===== config.mk =====
export PLATFORM = sky130hd
export DESIGN_NAME = rabin_karp_verified_search_flat
export DESIGN_NICKNAME = d
export VERILOG_FILES = /design/src/rtl/core/rkvs_pkg.sv /design/src/rtl/core/rkvs_if.sv /design/src/rtl/core/rabin_karp_verified_search.sv /design/src/rtl/core/rkvs_ram.sv /design/src/flat_wrapper.sv
export SDC_FILE = /design/constraint.sdc
export NUM_CORES = 2
export LEC_CHECK = 0
export ABC_CLOCK_PERIOD_IN_PS = 15820
export BUFFER_PORTS_ARGS = -buffer_cell sky130_fd_sc_hd__buf_4
export CAP_MARGIN = 5
export CORE_MARGIN = 5
export CORE_UTILIZATION = 30
export CTS_BUF_LIST = sky130_fd_sc_hd__clkbuf_16
export DETAILED_ROUTE_END_ITERATION = 10
export PLACE_DENSITY = 0.46
export SYNTH_ARGS = -nofsm -noshare
export SYNTH_HDL_FRONTEND = slang
export SYNTH_HIERARCHICAL = 1
export SYNTH_SLANG_ARGS = --single-unit

===== constraint.sdc =====
create_clock -name clk -period 15.82 [get_ports clk]
set_input_delay 3.164 -clock clk [delete_from_list [all_inputs] [get_ports clk]]
set_output_delay 3.164 -clock clk [all_outputs]
set_load 0.02 [all_outputs]

===== src/rtl/core/rkvs_pkg.sv =====
// Package of the verified Rabin-Karp search block.
// Holds the sequencer state type, the operation codes of the shared unit
// and the fixed register indexes. No dependencies.
package rkvs_pkg;

	// Sequencer states.
	typedef enum logic [3:0] {
		S_IDLE,
		S_MUL,
		S_RED,
		S_SUB,
		S_WRITE,
		S_VRD,
		S_VCMP,
		S_LAST,
		S_EMIT
	} state_t;

	// Operations run on the shared multiply and reduce unit.
	typedef enum logic [1:0] {
		OP_NHASH,
		OP_NPOW,
		OP_WHASH,
		OP_WDROP
	} op_t;

	// Configuration register indexes.
	localparam logic REG_BASE    = 1'b0;
	localparam logic REG_MODULUS = 1'b1;

	localparam int HASH_W  = 31;
	localparam int INDEX_W = 32;
	localparam int PROD_W  = 2 * HASH_W + 1;

	localparam logic [HASH_W-1:0] BASE_RESET    = 31'd257;
	localparam logic [HASH_W-1:0] MODULUS_RESET = 31'd1000000007;
	localparam logic [HASH_W-1:0] MODULUS_MIN   = 31'd2;

endpackage


===== src/rtl/core/rkvs_if.sv =====
// Channel interfaces of the verified Rabin-Karp search block.
// One interface for input bytes, one for results. Uses no package.
interface rkvs_in_if;
	logic       valid;
	logic       ready;
	logic       action;
	logic [7:0] data_byte;
	logic       first_byte;
	logic       last_byte;

	modport source (output valid, action, data_byte, first_byte, last_byte, input ready);
	modport sink (input valid, action, data_byte, first_byte, last_byte, output ready);
endinterface

interface rkvs_out_if;
	logic        valid;
	logic        ready;
	logic        found;
	logic [31:0] match_start;
	logic        bad_needle;

	modport source (output valid, found, match_start, bad_needle, input ready);
	modport sink (input valid, found, match_start, bad_needle, output ready);
endinterface


===== src/rtl/core/rabin_karp_verified_search.sv =====
// Verified Rabin-Karp search. A needle byte takes two products (hash and power), a haystack
// byte one, or two and a subtract once the window is full, plus a byte-by-byte compare on a
// hash hit; one shared 31x31 multiplier and a one-bit-per-cycle modular reduction do the work.
// One item at a time.
// A result leaves through an output register. Reset (arst_n low) clears the sequencer and the
// running hashes at once; the working registers and the needle and window memories are not cleared.
module rabin_karp_verified_search
	import rkvs_pkg::*;
#(
	parameter int MAX_NEEDLE = 64
) (
	input  logic              clk,
	input  logic              arst_n,
	input  logic              cfg_we,
	input  logic              cfg_index,
	input  logic [HASH_W-1:0] cfg_data,
	rkvs_in_if.sink           din,
	rkvs_out_if.source        dout
);
	localparam int PW = (MAX_NEEDLE > 1) ? $clog2(MAX_NEEDLE) : 1;
	localparam int LW = $clog2(MAX_NEEDLE + 1);
	localparam int DW = PW + 2;
	localparam int CW = $clog2(PROD_W);
	localparam logic [LW-1:0] LEN_MAX = LW'(MAX_NEEDLE);
	localparam logic [PW-1:0] POS_LAST = PW'(MAX_NEEDLE - 1);

	state_t state_q, state_d;
	op_t    op_q;

	logic [HASH_W-1:0]  base_q, mod_q, m_eff;
	logic [HASH_W-1:0]  nh_q, dp_q, wh_q, h_q, term_q, rem_q;
	logic [LW-1:0]      len_q, len_eff, k_q;
	logic               ovf_q, rg_q, rg_eff, last_q;
	logic [7:0]         byte_q;
	logic [INDEX_W-1:0] i_q;
	logic [PW-1:0]      wpos_q, p_q, old_pos, start_pos;
	logic [PROD_W-1:0]  prod_q;
	logic [CW-1:0]      cnt_q;
	logic               res_found_q, res_bad_q;
	logic [INDEX_W-1:0] res_start_q;
	logic               ovld_q, ofound_q, obad_q;
	logic [INDEX_W-1:0] ostart_q;

	logic                accept, emit_go;
	logic                n_we, r_we;
	logic [PW-1:0]       n_waddr, n_raddr, r_raddr;
	logic [7:0]          n_rdata, r_rdata;
	logic [HASH_W-1:0]   opa, opb;
	logic [7:0]          opc;
	logic [2*HASH_W-1:0] mul_p;
	logic [HASH_W:0]     rem_sh, rem_nx, sub_sum;
	logic [DW-1:0]       pos_diff, pos_wrap;
	logic                hit, same;

	assign m_eff   = (mod_q < MODULUS_MIN) ? MODULUS_MIN : mod_q;
	assign accept  = din.valid && din.ready;
	assign len_eff = din.first_byte ? '0 : len_q;
	assign rg_eff  = din.first_byte ? 1'b0 : rg_q;
	assign emit_go = !ovld_q || dout.ready;

	// Ring positions of the leaving byte and of the window start.
	assign pos_diff  = DW'(wpos_q) - DW'(len_q);
	assign pos_wrap  = pos_diff[DW-1] ? pos_diff + DW'(MAX_NEEDLE) : pos_diff;
	assign old_pos   = pos_wrap[PW-1:0];
	assign start_pos = (old_pos == POS_LAST) ? '0 : old_pos + PW'(1);

	// Operand selection for the shared multiplier.
	always_comb begin
		case (op_q)
			OP_NHASH: begin opa = nh_q; opb = base_q; opc = byte_q; end
			OP_NPOW:  begin opa = dp_q; opb = base_q; opc = 8'd0; end
			OP_WHASH: begin opa = wh_q; opb = base_q; opc = byte_q; end
			OP_WDROP: begin opa = dp_q; opb = HASH_W'(r_rdata); opc = 8'd0; end
			default:  begin opa = '0; opb = '0; opc = 8'd0; end
		endcase
	end

	// Full-width product of the shared multiplier.
	assign mul_p = opa * opb;

	// One restoring reduction step, and the final subtract of the leaving term.
	assign rem_sh  = {rem_q, prod_q[PROD_W-1]};
	assign rem_nx  = (rem_sh >= {1'b0, m_eff}) ? rem_sh - {1'b0, m_eff} : rem_sh;
	assign sub_sum = {1'b0, h_q} + {1'b0, m_eff} - {1'b0, term_q};
	assign hit     = (i_q >= INDEX_W'(len_q) - INDEX_W'(1)) && (h_q == nh_q);
	assign same    = (n_rdata == r_rdata);

	// Next-state logic.
	always_comb begin
		state_d = state_q;
		case (state_q)
			S_IDLE: begin
				if (din.valid) begin
					if (!din.action) begin
						state_d = (len_eff < LEN_MAX) ? S_MUL : S_IDLE;
					end else if (rg_eff) begin
						state_d = S_IDLE;
					end else if (len_q == '0 || (ovf_q && !din.first_byte) ||
					             (ovf_q && din.first_byte)) begin
						state_d = S_EMIT;
					end else begin
						state_d = S_MUL;
					end
				end
			end
			S_MUL: state_d = S_RED;
			S_RED: begin
				if (cnt_q == '0) begin
					case (op_q)
						OP_NHASH: state_d = S_MUL;
						OP_NPOW:  state_d = S_IDLE;
						OP_WHASH: state_d = (i_q >= INDEX_W'(len_q)) ? S_MUL : S_WRITE;
						default:  state_d = S_SUB;
					endcase
				end
			end
			S_SUB:   state_d = S_WRITE;
			S_WRITE: state_d = hit ? S_VRD : S_LAST;
			S_VRD:   state_d = S_VCMP;
			S_VCMP: begin
				if (!same) begin
					state_d = S_LAST;
				end else if (k_q == len_q - LW'(1)) begin
					state_d = S_EMIT;
				end else begin
					state_d = S_VRD;
				end
			end
			S_LAST: state_d = last_q ? S_EMIT : S_IDLE;
			S_EMIT: state_d = emit_go ? S_IDLE : S_EMIT;
			default: state_d = S_IDLE;
		endcase
	end

	// Handshake and memory port control.
	always_comb begin
		din.ready = (state_q == S_IDLE);
		n_we      = accept && !din.action && (len_eff < LEN_MAX);
		n_waddr   = len_eff[PW-1:0];
		n_raddr   = k_q[PW-1:0];
		r_we      = (state_q == S_WRITE);
		r_raddr   = (state_q == S_VRD) ? p_q : old_pos;
	end

	rkvs_ram #(.WIDTH(8), .DEPTH(MAX_NEEDLE)) u_needle (
		.clk   (clk),
		.we    (n_we),
		.waddr (n_waddr),
		.wdata (din.data_byte),
		.raddr (n_raddr),
		.rdata (n_rdata)
	);

	rkvs_ram #(.WIDTH(8), .DEPTH(MAX_NEEDLE)) u_ring (
		.clk   (clk),
		.we    (r_we),
		.waddr (wpos_q),
		.wdata (byte_q),
		.raddr (r_raddr),
		.rdata (r_rdata)
	);

	// Configuration registers.
	always_ff @(posedge clk or negedge arst_n) begin
		if (!arst_n) begin
			base_q <= BASE_RESET;
			mod_q  <= MODULUS_RESET;
		end else if (cfg_we) begin
			if (cfg_index == REG_BASE) begin
				base_q <= cfg_data;
			end else if (cfg_index == REG_MODULUS) begin
				mod_q <= cfg_data;
			end
		end
	end

	// Sequencer and search state.
	always_ff @(posedge clk or negedge arst_n) begin
		if (!arst_n) begin
			state_q     <= S_IDLE;
			op_q        <= OP_NHASH;
			len_q       <= '0;
			ovf_q       <= 1'b0;
			nh_q        <= '0;
			dp_q        <= HASH_W'(1);
			wh_q        <= '0;
			i_q         <= '0;
			wpos_q      <= '0;
			rg_q        <= 1'b0;
			rem_q       <= '0;
			cnt_q       <= '0;
			k_q         <= '0;
			res_found_q <= 1'b0;
			res_bad_q   <= 1'b0;
			res_start_q <= '0;
		end else begin
			state_q <= state_d;
			case (state_q)
				S_IDLE: begin
					if (accept) begin
						if (!din.action) begin
							op_q <= OP_NHASH;
							if (din.first_byte) begin
								len_q <= '0;
								ovf_q <= 1'b0;
								nh_q  <= '0;
								dp_q  <= HASH_W'(1);
							end else if (len_q >= LEN_MAX) begin
								ovf_q <= 1'b1;
							end
						end else begin
							op_q <= OP_WHASH;
							if (din.first_byte) begin
								i_q    <= '0;
								wpos_q <= '0;
								wh_q   <= '0;
								rg_q   <= 1'b0;
							end
							res_found_q <= 1'b0;
							res_bad_q   <= 1'b1;
							res_start_q <= '0;
						end
					end
				end
				S_MUL: begin
					rem_q <= '0;
					cnt_q <= CW'(PROD_W - 1);
				end
				S_RED: begin
					rem_q <= rem_nx[HASH_W-1:0];
					cnt_q <= cnt_q - CW'(1);
					if (cnt_q == '0) begin
						case (op_q)
							OP_NHASH: begin
								nh_q <= rem_nx[HASH_W-1:0];
								op_q <= OP_NPOW;
							end
							OP_NPOW: begin
								dp_q  <= rem_nx[HASH_W-1:0];
								len_q <= len_q + LW'(1);
							end
							OP_WHASH: begin
								op_q <= OP_WDROP;
							end
							default: ;
						endcase
					end
				end
				S_WRITE: begin
					wh_q   <= h_q;
					i_q    <= i_q + INDEX_W'(1);
					wpos_q <= (wpos_q == POS_LAST || i_q == '1) ? '0 : wpos_q + PW'(1);
					k_q    <= '0;
					res_found_q <= 1'b1;
					res_bad_q   <= 1'b0;
					res_start_q <= i_q - INDEX_W'(len_q) + INDEX_W'(1);
				end
				S_VCMP: begin
					k_q <= k_q + LW'(1);
				end
				S_LAST: begin
					res_found_q <= 1'b0;
					res_bad_q   <= 1'b0;
					res_start_q <= '0;
				end
				S_EMIT: begin
					if (emit_go) begin
						rg_q <= 1'b1;
					end
				end
				default: ;
			endcase
		end
	end

	// Payload registers of the shared unit and the compare walk.
	always_ff @(posedge clk) begin
		if (accept) begin
			byte_q <= din.data_byte;
			last_q <= din.last_byte;
		end
		case (state_q)
			S_MUL: prod_q <= PROD_W'(mul_p) + PROD_W'(opc);
			S_RED: begin
				prod_q <= {prod_q[PROD_W-2:0], 1'b0};
				if (cnt_q == '0) begin
					if (op_q == OP_WHASH) h_q <= rem_nx[HASH_W-1:0];
					if (op_q == OP_WDROP) term_q <= rem_nx[HASH_W-1:0];
				end
			end
			S_SUB: begin
				h_q <= (sub_sum >= {1'b0, m_eff}) ? HASH_W'(sub_sum - {1'b0, m_eff})
				                                  : sub_sum[HASH_W-1:0];
			end
			S_WRITE: p_q <= start_pos;
			S_VCMP:  p_q <= (p_q == POS_LAST) ? '0 : p_q + PW'(1);
			default: ;
		endcase
	end

	// Output register: a result waits here for its transfer.
	always_ff @(posedge clk or negedge arst_n) begin
		if (!arst_n) begin
			ovld_q   <= 1'b0;
			ofound_q <= 1'b0;
			obad_q   <= 1'b0;
			ostart_q <= '0;
		end else if (state_q == S_EMIT && emit_go) begin
			ovld_q   <= 1'b1;
			ofound_q <= res_found_q;
			obad_q   <= res_bad_q;
			ostart_q <= res_start_q;
		end else if (dout.ready) begin
			ovld_q <= 1'b0;
		end
	end

	assign dout.valid       = ovld_q;
	assign dout.found       = ofound_q;
	assign dout.match_start = ostart_q;
	assign dout.bad_needle  = obad_q;

	// The running remainder stays below the modulus throughout a reduction.
	a_rem_range: assert property (@(posedge clk) disable iff (!arst_n)
		(state_q == S_RED) |-> (rem_q < m_eff))
		else $error("reduction remainder out of range");

	// The kept needle length never exceeds the store.
	a_len_range: assert property (@(posedge clk) disable iff (!arst_n)
		len_q <= LEN_MAX)
		else $error("needle length beyond store");

	// The compare walk stays inside the needle.
	a_walk_range: assert property (@(posedge clk) disable iff (!arst_n)
		(state_q == S_VCMP) |-> (k_q < len_q))
		else $error("compare index beyond needle");

	// A result is never shown as both found and bad needle.
	a_result_kind: assert property (@(posedge clk) disable iff (!arst_n)
		ovld_q |-> !(ofound_q && obad_q))
		else $error("conflicting result flags");
endmodule


===== src/rtl/core/rkvs_ram.sv =====
// Generic single-write, single-read RAM with registered read data.
// Used for the needle store and the window ring. No dependencies.
module rkvs_ram #(
	parameter int WIDTH = 8,
	parameter int DEPTH = 64
) (
	input  logic                                 clk,
	input  logic                                 we,
	input  logic [(DEPTH > 1 ? $clog2(DEPTH) : 1)-1:0] waddr,
	input  logic [WIDTH-1:0]                     wdata,
	input  logic [(DEPTH > 1 ? $clog2(DEPTH) : 1)-1:0] raddr,
	output logic [WIDTH-1:0]                     rdata
);
	logic [WIDTH-1:0] mem [DEPTH];

	// Write port and registered read port.
	always_ff @(posedge clk) begin
		if (we) begin
			mem[waddr] <= wdata;
		end
		rdata <= mem[raddr];
	end
endmodule


===== src/flat_wrapper.sv =====
// flat-port wrapper written by rule: the top's interface ports become plain ports
module rabin_karp_verified_search_flat import rkvs_pkg::*;
#(
	parameter int MAX_NEEDLE = 64
)
  (clk, arst_n, cfg_we, cfg_index, cfg_data, din_valid, din_action, din_data_byte, din_first_byte, din_last_byte, din_ready, dout_valid, dout_found, dout_match_start, dout_bad_needle, dout_ready);
  rkvs_in_if din_i ();
  rkvs_out_if dout_i ();
  input  logic clk;
  input  logic arst_n;
  input  logic cfg_we;
  input  logic cfg_index;
  input  logic [HASH_W-1:0] cfg_data;
  input wire logic [$bits(din_i.valid)-1:0] din_valid;
  input wire logic [$bits(din_i.action)-1:0] din_action;
  input wire logic [$bits(din_i.data_byte)-1:0] din_data_byte;
  input wire logic [$bits(din_i.first_byte)-1:0] din_first_byte;
  input wire logic [$bits(din_i.last_byte)-1:0] din_last_byte;
  output wire logic [$bits(din_i.ready)-1:0] din_ready;
  output wire logic [$bits(dout_i.valid)-1:0] dout_valid;
  output wire logic [$bits(dout_i.found)-1:0] dout_found;
  output wire logic [$bits(dout_i.match_start)-1:0] dout_match_start;
  output wire logic [$bits(dout_i.bad_needle)-1:0] dout_bad_needle;
  input wire logic [$bits(dout_i.ready)-1:0] dout_ready;
  assign din_i.valid = din_valid;
  assign din_i.action = din_action;
  assign din_i.data_byte = din_data_byte;
  assign din_i.first_byte = din_first_byte;
  assign din_i.last_byte = din_last_byte;
  assign din_ready = din_i.ready;
  assign dout_valid = dout_i.valid;
  assign dout_found = dout_i.found;
  assign dout_match_start = dout_i.match_start;
  assign dout_bad_needle = dout_i.bad_needle;
  assign dout_i.ready = dout_ready;
  rabin_karp_verified_search #(.MAX_NEEDLE(MAX_NEEDLE)) u_core (.clk(clk), .arst_n(arst_n), .cfg_we(cfg_we), .cfg_index(cfg_index), .cfg_data(cfg_data), .din(din_i), .dout(dout_i));
endmodule

==> impl_metrics.py <==
metrics = {
    "route": {
        "postRouteAntennaNets": 0,
        "finalWirelength_microns": 319800,
        "routed_via_density": 5.070,
        "wl_per_cell_microns": 24.27,
        "drt_iter0_drc": 5384,
        "vias": 66790,
        "first_pass_iters": 6,
        "drc": 0,
    },
    "critical_path": {
        "path_class": "reg -> reg",
        "worstReg2RegStart": "u_core/op_q[0]",
        "reg2reg_depth": 27,
        "end_kind": "flip-flop",
        "crit_arrival_ns": 11.74,
        "endpoint": "u_core/prod_q[60]",
        "worstPathRequired_ns": 16.39,
        "ff2ff_setup_slack_ns": 4.65,
        "crit_path_start_kind": "flip-flop",
        "r2r_end": "u_core/prod_q[60]",
        "setup.worst_path.start": "u_core/op_q[0]",
        "crit_fanout": 42,
    },
    "global_route": {
        "grt_first_pass_wirelength_microns": 473000,
        "grt_antenna_before_repair": 14,
        "grtUsageTotal": 0.1819,
        "grt_max_degree": 112,
        "gr-total-overflow": 0,
        "grt_pass1_vias": 70060,
    },
    "logic_synthesis": {
        "yosysUniqueCellTypes": 94,
        "synth_edf_count": 1164,
        "async_flop_share": 0.2139,
        "syn_area_per_cell_sq_um": 11.65,
        "synth_area_sq_um": 100800,
        "ys.flop_type": "edfxtp_1",
        "synth-seq-cells": 1501,
        "ys_warn_count": 6,
        "syn_inst": 8651,
        "syn_nets": 10090,
        "yosysSeqAreaShare": 0.4298,
    },
    "die": {
        "start_util": 0.3016,
        "die_w_microns": 589.7,
        "ios": 84,
        "die_h_microns": 589.7,
        "core-area_sq_um": 334200,
        "die_area_sq_um": 347800,
        "rows": 212,
    },
    "clock_tree": {
        "clkSinkCount": 1501,
        "h-tree-depth": 4,
        "cts_tree": "yes",
        "clk_pin_slew_worst_paths_ns": 0.06,
        "cts-root-buf": "clkbuf_16",
        "cts-resized-gates": 0,
        "numCtsBuffers": 177,
        "insertion_delay_ns": 0.87,
        "postCtsSetupBuffers": 0,
        "holdBufCountCts": 0,
        "cts_max_path_buffers": 4,
    },
    "layout": {
        "finalNonFillerCells": 13170,
        "areaGrowthSynthToFinish_pct": 11.19,
        "multi_input_area_sq_um": 51470,
        "layout_common_cells": "inv_1, edfxtp_1, nor2_1",
        "fillers": 33330,
        "drive_above_1_share": 0.1096,
        "final_common_cell": "inv_1",
        "num-nets-final": 10080,
        "seq_area_sq_um": 43350,
    },
    "sta": {
        "worstMarginPinSlew_ns": 1.284,
        "fin_setup_tns_ns": 0,
        "setup_viol": 0,
        "period_needed_ns": 11.17,
        "slew-limit-headroom": 0.1392,
        "max_freq_ghz": 0.08952,
        "skew_ns": 0.05444,
        "rsz0062_at_grt": "no",
        "period_share": 0.7061,
        "maxSlewViolCount": 0,
        "hold_viol_final": 0,
    },
    "status": {
        "status": "finished clean",
    },
    "placement": {
        "gp_congestion": 0.9079,
        "dp_cells": 12850,
        "hpwl_microns": 227700,
        "io_buffers": 83,
    },
    "flow_run": {
        "max_cap_violations": 0,
    },
    "hold_path": {
        "holdPathStages": 2,
        "hp-class": "reg -> reg",
    },
}
==> how the worst min path moves through the flow <==
stage / from / end / slack, ns
2_1_floorplan: u_core/res_found_q / u_core/res_found_q / 0.44
3_3_place_gp: u_core/res_start_q[5] / u_core/res_start_q[5] / 0.47
3_5_place_dp: u_core/res_start_q[5] / u_core/res_start_q[5] / 0.47
4_1_cts: u_core/dp_q[16] / u_core/dp_q[16] / 0.48
5_1_grt: u_core/dp_q[20] / u_core/dp_q[20] / 0.51
6_report: u_core/res_found_q / u_core/res_found_q / 0.48
==> final cells by class <==
class / instances / area share
multi-input cells: 5538 / 0.4592
diodes: 5 / 0.0001116
clock inverters: 139 / 0.009544
inverters: 1207 / 0.04043
clock buffers: 181 / 0.04041
well taps: 4387 / 0.04897
repair buffers: 215 / 0.01469
flip-flops and latches: 1501 / 0.3867
==> metal layers <==
| layer | wire, microns | track usage | up-vias | part of all wire |
|---|---|---|---|---|
| li1 | - | - | 29300 | - |
| met1 | 132700 | 0.2344 | 34900 | 0.41 |
| met2 | 153800 | 0.3059 | 2005 | 0.48 |
| met3 | 19620 | 0.03265 | 571 | 0.061 |
| met4 | 13660 | 0.06738 | 4 | 0.043 |
| met5 | 29 | 0 | - | 0.000091 |
==> registers in the layout (all words and copies together) (netlist names), 31 cells and up <==
name and flops:
u_core/base_q 31, u_core/u_ring/mem 512, u_core/mod_q 31, u_core/dout.match_start 32, u_core/u_needle/mem 512, u_core/prod_q 63, u_core/i_q 32, u_core/nh_q 31
u_core/wh_q 31, u_core/res_start_q 32, u_core/rem_q 31, u_core/h_q 31, u_core/term_q 31, u_core/dp_q 31
==> per-stage QoR <==
stage | util | area [sq um] | hold slack, ns | worst slack [ns]
after CTS | 0.3354 | 112100 | 0.4840 | 4.873
after global routing | 0.3354 | 112100 | 0.5050 | 4.267
after floorplan | - | 100800 | 0.4431 | 6.837
final | 0.3354 | 112100 | 0.4788 | 4.649
after detailed placement | 0.3186 | 106500 | 0.4714 | 4.947
after global placement | 0.3186 | 106500 | 0.4677 | 5.085
==> synth_stat cells, types with 11 or more instances <==
library cell,count,area share
nand2b_1,38,0.0024
o31ai_1,33,0.0025
nor2_1,954,0.036
a22oi_1,18,0.0013
o22ai_1,63,0.0039
mux2_2,130,0.015
fa_1,882,0.18
dfstp_2,19,0.0050
mux2i_1,105,0.010
o21bai_1,34,0.0025
nand3_1,97,0.0048
dfrtp_1,302,0.075
buf_6,11,0.0012
o21ai_1,28,0.0014
nor2b_1,50,0.0031
o221ai_1,15,0.0013
o21a_1,56,0.0042
or2_2,15,0.00093
buf_1,34,0.0013
ha_1,509,0.063
a21o_1,79,0.0059
a221oi_1,19,0.0017
inv_1,1206,0.045
and2_1,31,0.0019
clkbuf_1,303,0.011
xor2_1,80,0.0069
a31oi_1,34,0.0021
edfxtp_1,1164,0.35
o21ai_0,260,0.013
nand4_1,46,0.0029
dfxtp_1,16,0.0032
xnor2_1,163,0.014
nand3b_1,19,0.0014
mux4_2,254,0.057
nand2_1,884,0.033
buf_2,34,0.0017
nor3_1,72,0.0036
nor4_1,31,0.0019
a211oi_1,45,0.0034
or3_1,19,0.0012
buf_4,20,0.0015
and3_1,26,0.0016
a22o_1,21,0.0018
a21oi_1,261,0.013
==> kinds of logic after synthesis <==
group | count (synthesis) | synth area share
AND/OR/NAND/NOR | 2331 | 0.09816
multiplexers | 490 | 0.08180
adder cells (fa/ha/maj) | 1391 | 0.2383
AO/OA/AOI/OAI | 1083 | 0.06849
XOR/XNOR | 243 | 0.02111
flip-flops | 1501 | 0.4298
buffers and inverters | 1612 | 0.06234
==> worst max-delay path: stages (launching register included) <==
cell	delay [ns]
dfrtp_4	0.64
nand2_2	0.45
buf_4	0.59
nand2_1	0.90
nor2_1	0.42
fa_1	0.48
fa_1	0.47
fa_1	0.55
inv_1	0.06
fa_1	0.56
inv_1	0.06
fa_1	0.52
fa_1	0.44
fa_1	0.55
inv_1	0.06
fa_1	0.56
inv_1	0.05
ha_1	0.39
a21oi_1	0.28
o21ai_0	0.23
a211oi_1	0.55
o21ai_0	0.25
a221o_1	0.35
a311oi_1	0.48
o31ai_1	0.32
a221oi_1	0.38
xor2_1	0.17
o21ai_0	0.08
Power is left out: the tool's default activity adds up to more than one toggle a clock period on the data nets, which glitch-free logic cannot reach.
